===== src/sv/kmc_pkg.sv =====
// shared constants and types of the minimum spanning tree cost block
// used by the top level, the controller and the datapath; depends on nothing
package kmc_pkg;

  localparam int MAX_NODES  = 64;
  localparam int MAX_EDGES  = 256;
  localparam int COST_BITS  = 16;

  localparam int NODE_W     = 6;
  localparam int COUNT_W    = 7;
  localparam int EDGE_IDX_W = $clog2(MAX_EDGES);
  localparam int FILL_W     = $clog2(MAX_EDGES + 1);
  localparam int TOTAL_W    = 22;
  localparam int USED_W     = 6;
  localparam int KEY_W      = COST_BITS + EDGE_IDX_W;

  localparam logic [TOTAL_W-1:0] TOTAL_MAX = '1;
  localparam logic [COUNT_W-1:0] NODE_LIMIT = COUNT_W'(MAX_NODES);

  typedef struct packed {
    logic [NODE_W-1:0] edge_source;
    logic [NODE_W-1:0] edge_destination;
    logic [15:0]       edge_cost;
    logic              last_edge;
  } edge_req_t;

  typedef struct packed {
    logic [TOTAL_W-1:0] total_cost;
    logic [USED_W-1:0]  edges_used;
    logic               overflow;
  } result_t;

  typedef struct packed {
    logic [NODE_W-1:0]    src;
    logic [NODE_W-1:0]    dst;
    logic [COST_BITS-1:0] cost;
  } edge_rec_t;

  localparam int EDGE_REC_W = $bits(edge_rec_t);

  typedef struct packed {
    logic store;        // write accepted edge request
    logic start;        // clear union-find state and sums
    logic scan_init;
    logic scan;
    logic advance;      // selected edge becomes the previous key
    logic root_init;
    logic follow;
    logic root_a;
    logic unite;
    logic load_result;
  } cmd_t;

  typedef struct packed {
    logic stop;
    logic scan_done;
    logic best_found;
    logic edge_ok;
    logic is_root;
    logic roots_differ;
  } sts_t;

endpackage


===== src/sv/kmc_ctrl.sv =====
// controller: sequences loading, minimum selection scans and root walks
// depends on kmc_pkg
module kmc_ctrl (
  input  logic          clk,
  input  logic          rst,
  input  logic          edge_valid,
  output logic          edge_ready,
  input  logic          last_edge,
  output logic          result_valid,
  input  logic          result_ready,
  input  kmc_pkg::sts_t sts,
  output kmc_pkg::cmd_t cmd
);
  import kmc_pkg::*;

  typedef enum logic [2:0] {
    LOAD, SCAN_START, SCAN, PICK, ROOT_RD, ROOT_CHK, FINISH
  } state_t;

  state_t state;
  logic   second;
  logic   out_free;

  assign edge_ready = (state == LOAD);
  assign out_free   = !result_valid || result_ready;

  always_comb begin
    cmd = '0;
    unique case (state)
      LOAD: begin
        cmd.store = edge_valid;
        cmd.start = edge_valid && last_edge;
      end
      SCAN_START: cmd.scan_init = !sts.stop;
      SCAN:       cmd.scan = 1'b1;
      PICK: begin
        cmd.advance   = sts.best_found;
        cmd.root_init = sts.best_found && sts.edge_ok;
      end
      ROOT_RD: ;
      ROOT_CHK: begin
        cmd.follow = !sts.is_root;
        cmd.root_a = sts.is_root && !second;
        cmd.unite  = sts.is_root && second && sts.roots_differ;
      end
      FINISH: cmd.load_result = out_free;
      default: ;
    endcase
  end

  always_ff @(posedge clk) begin
    if (rst) begin
      state        <= LOAD;
      second       <= 1'b0;
      result_valid <= 1'b0;
    end else begin
      // in FINISH a new result replaces the one leaving
      if (result_valid && result_ready && state != FINISH) begin
        result_valid <= 1'b0;
      end
      unique case (state)
        LOAD: begin
          if (edge_valid && last_edge) begin
            state <= SCAN_START;
          end
        end
        SCAN_START: state <= sts.stop ? FINISH : SCAN;
        SCAN: begin
          if (sts.scan_done) begin
            state <= PICK;
          end
        end
        PICK: begin
          if (!sts.best_found) begin
            state <= FINISH;
          end else if (sts.edge_ok) begin
            second <= 1'b0;
            state  <= ROOT_RD;
          end else begin
            state <= SCAN_START;
          end
        end
        ROOT_RD: state <= ROOT_CHK;
        ROOT_CHK: begin
          if (!sts.is_root) begin
            state <= ROOT_RD;
          end else if (!second) begin
            second <= 1'b1;
            state  <= ROOT_RD;
          end else begin
            state <= SCAN_START;
          end
        end
        FINISH: begin
          if (out_free) begin
            result_valid <= 1'b1;
            state        <= LOAD;
          end
        end
        default: state <= LOAD;
      endcase
    end
  end

endmodule


===== config.mk =====
export PLATFORM = sky130hd
export DESIGN_NAME = kmc_ctrl
export DESIGN_NICKNAME = d
export VERILOG_FILES = /design/src/sv/kmc_pkg.sv /design/src/sv/kmc_ctrl.sv
export SDC_FILE = /design/constraint.sdc
export NUM_CORES = 1
export LEC_CHECK = 0
export ABC_CLOCK_PERIOD_IN_PS = 1890
export BUFFER_PORTS_ARGS = -buffer_cell sky130_fd_sc_hd__buf_2
export CAP_MARGIN = 10
export CORE_AREA = 2 2 39 41
export DETAILED_ROUTE_END_ITERATION = 8
export DIE_AREA = 0 0 41 43
export SLEW_MARGIN = 20
export SYNTH_ARGS = -nofsm -noshare
export SYNTH_HDL_FRONTEND = slang
export SYNTH_SLANG_ARGS = --single-unit

===== constraint.sdc =====
create_clock -name clk -period 1.89 [get_ports clk]
set_input_delay 0.2835 -clock clk [delete_from_list [all_inputs] [get_ports clk]]
set_output_delay 0.2835 -clock clk [all_outputs]
set_load 0.02 [all_outputs]

### Word-level counts from Yosys, hierarchy flattened

Cells that the tools add are included.

| storage, ports and cells | value |
|---|---|
| bits in registers | 5 |
| input port bits | 11 |
| logic and storage cells | 54 |

| cells by class | value |
|---|---|
| eq/ne operators | 13 |
| muxes and demuxes | 22 |
| reduce and logical (&&, ||, !) cells | 16 |

Operator list:

| operator | count |
|---|---|
| 2-to-1 mux 3 bit | 9 |
| case mux 3 bit (7 select lines) | 1 |
| != test 2 bit, second input constant | 5 |
| equality test 3 bit, second input constant | 3 |
| 2-to-1 mux 1 bit | 9 |
| logical AND 1 bit | 7 |
| equality test 3 x 2 -> 1 bit, second input constant | 2 |
| logical NOT 1 bit | 4 |
| 2-to-1 mux 2 bit | 2 |
| AND reduction 4 bit | 1 |
| equality test 3 x 1 -> 1 bit, second input constant | 1 |
| logical NOT 3 bit | 1 |
| != test 3 bit, second input constant | 1 |
| AND reduction 3 bit | 1 |
| != test 2 x 1 -> 1 bit, second input constant | 1 |
| case mux 1 bit (2 select lines) | 1 |
| nonzero test 2 bit | 1 |
| logical OR 1 bit | 1 |

### Longest topological paths before layout

| depth | value |
|---|---|
| depth after elaboration | 5 |
| gate-level depth with buffers | 5 |

### Worst setup path after synthesis

Ideal clock, no wire load.

| timing | value |
|---|---|
| path kind | flip-flop to output port |
| from | reg state[0] |
| to | out cmd[8] in the netlist's numbering |
| data arrival time | 1.372 ns |
| path slack | 0.234 ns |
| cell stages (with the launch flop) | 4 |
| cell sequence | dfxtp_1 buf_6 nor3_1 and3_1 |

RTL lines:

| what | RTL line | source |
|---|---|---|
| start, declared | kmc_ctrl.sv:20 | `state_t state;` |
| start signal, assigned | kmc_ctrl.sv:67 | `SCAN_START: state <= sts.stop ? FINISH : SCAN;` |
| end, declared | kmc_ctrl.sv:12 | `output kmc_pkg::cmd_t cmd` |

==> results_dict.tcl <==
set metrics [dict create \
    outcome "completed" \
    required_ns 1.61 \
    numPortBuffers 22 \
    grt_max_degree 18 \
    clkTransAtPathRegs_ns 0.04 \
    finalSetupViolCount 0 \
    power.density_nw_per_um2 913 \
    die_w_um 41 \
    io_pins 23 \
    hold_path_class "in2reg" \
    cts_setup_buffers 0 \
    final_nets 81 \
    synth_mux_area_frac 0.0247 \
    final-max-slew-violation-count 0 \
    finalWirelength_um 888 \
    pwr-share-seq 0.364 \
    cts-resized-gates 0 \
    grt_overflow 0 \
    avgRoutedWirePerCell_um 10.4 \
    rsz0062_at_grt "false" \
    syn_area_per_cell_um2 8.63 \
    p_leak_nw 0.259 \
    synth_simple_gate_area_frac 0.423 \
    numCtsBuffers 3 \
    cts_hold_buf 0 \
    n_fill_cell 157 \
    synth_xor_area_frac 0 \
    tns_ns 0 \
    ys_warn_count 0 \
    yosysSeqAreaShare 0.247 \
    die_area_um2 1760 \
    path_class "reg2out" \
    vias_per_cell 4.91 \
    gp_congestion 0.787 \
    clock_sinks 5 \
    synth_compound_area_frac 0.194 \
    syn_inst 47 \
    dr.pass1.iters 4 \
    period_needed_ns 1.75 \
    synth_nets 58 \
    slew_headroom 0.675 \
    power_frac_comb 0.371 \
    p_switching_mw 0.185 \
    hold_violations 0 \
    p_sw_frac 0.392 \
    cts_max_level 1 \
    clockPowerShare 0.265 \
    grt.total_usage 0.109 \
    antenna_found_initial 0 \
    ys_ff_latch 5 \
    initial_utilization 0.293 \
    clockBufferDepth 2 \
    clock-skew-final_ns 0.00270 \
    clk_root_buffer_cell "clkbuf_4" \
    timing.final.crit_share 0.929 \
    drt_iter0_drc 5 \
    num_vias 417 \
    end_kind "primary output" \
    cp_max_fo 17 \
    grt_pass1_wl_um 1310 \
    tritoncts "done" \
    fmax_mhz 570 \
    synth_top_family_by_area "simple AND/OR/NAND/NOR gates" \
    diodes 0 \
    fp.dieH_um 43 \
    core_area_um2 1380 \
    critPathLaunchType "register" \
    drc 0 \
    layout-drive-gt1-share 0.420 \
    antenna_left 0 \
    hold-worst-slack_ns 0.294 \
    yosys.cell_types.count 25 \
    rows 14 \
    internal_power_mw 0.287 \
    tightest_slew_ns 0.486 \
    areaGrowthSynthToFinish_pct 27.5 \
    grt_pass1_vias 331 \
    cp_data_arrival_time_ns 1.47 \
    synthAdderAreaFrac 0 \
    vdd_drop_max_uv 333 \
    cap_violations 0 \
    synthesis.area_um2 405 \
    clkLatencyLatePin_ns 0.24 \
]
-- per-layer routing --
layer	global-route usage	vias up	share of wire
met5	0	-	0
met4	0.0200	0	0
met3	0.0628	0	0.11
met2	0.153	19	0.42
met1	0.142	179	0.46
li1	-	219	-
-- worst max-delay path, stage by stage (launching register included) --
cell and delay [ns]:
dfxtp_1 0.62, and4b_2 0.29, and3_1 0.17, buf_2 0.15
-- final timing paths --
path                    startpoint                      end  slack (ns)  depth (start not counted)
min                            rst  result_valid$_SDFF_PP0_        0.29                          2
max          state[1]$_SDFFE_PP0P_                   cmd[1]        0.14                          3
min reg2reg    second$_SDFFE_PP0P_      second$_SDFFE_PP0P_        0.52                          2
max reg2reg  state[1]$_SDFFE_PP0P_    state[0]$_SDFFE_PP0P_        0.60                          3
-- cell type report --
class                   instances  area [µm²]  share of cell area
well taps                      16        20.0              0.0387
multi-input cells              38         260               0.504
flip-flops and latches          5         100               0.194
clock buffers                   4        26.3              0.0508
repair buffers                 22         110               0.213
-- registers in the layout, indices dropped and copies added (netlist names) --
name,flops
result_valid,1
second,1
state,3
-- through the flow --
step                      instance area (µm²)  total power, mW  instances   util  worst slack [ns]
after floorplan                           405            0.327         47      -             0.234
after global placement                    490            0.348         81  0.354             0.429
after detailed placement                  490            0.349         81  0.354             0.405
after CTS                                 517            0.477         85  0.373             0.140
after global routing                      517            0.508         85  0.373            0.0551
final                                     517            0.472         85  0.373             0.135
-- power groups by stage --
stage	Clock (mW)	Sequential [mW]	Combinational, mW
3_5_place_dp	0	0.173	0.177
6_report	0.125	0.172	0.175
5_1_grt	0.134	0.178	0.197
4_1_cts	0.129	0.171	0.178
3_3_place_gp	0	0.171	0.177
2_1_floorplan	0	0.134	0.193
-- kinds of logic after synthesis --
kind of cell           count (synthesis)
and+or+nand+nor                       26
AOI/OAI and AO/OA                     11
DFF                                    5
buffers and inverters                  4
muxes                                  1
-- synthesized netlist by cell type --
cell | number | share of area
dfxtp_1 | 5 | 0.25
buf_6 | 4 | 0.11
nor2_1 | 4 | 0.037
and3_1 | 3 | 0.046
nand2_1 | 3 | 0.028
nand2b_1 | 3 | 0.046
a211oi_1 | 2 | 0.037
a21oi_1 | 2 | 0.025
a221o_1 | 2 | 0.049
nand3b_1 | 2 | 0.037
nor2b_1 | 2 | 0.031
nor3b_1 | 2 | 0.037
a21o_2 | 1 | 0.022
a31oi_1 | 1 | 0.015
and2_1 | 1 | 0.015
and2b_2 | 1 | 0.022
and4_1 | 1 | 0.022
and4b_2 | 1 | 0.028
mux2i_1 | 1 | 0.025
nand3_1 | 1 | 0.012
nand3b_4 | 1 | 0.049
nor3_1 | 1 | 0.012
o211ai_1 | 1 | 0.019
o21ai_0 | 1 | 0.012
o22ai_1 | 1 | 0.015
-- layout by cell type (no fill, tap or decap), types with 2 or more instances in the layout --
master and n:
dfxtp_1 5, nand3b_1 2, and3_1 3, nor3b_1 2, buf_2 22, nand2_1 3
nor2_1 4, nor2b_1 2, a221o_1 2, a21oi_1 2, a211oi_1 2, nand2b_1 3
clkbuf_4 3
(Power assumes the default switching activity.)
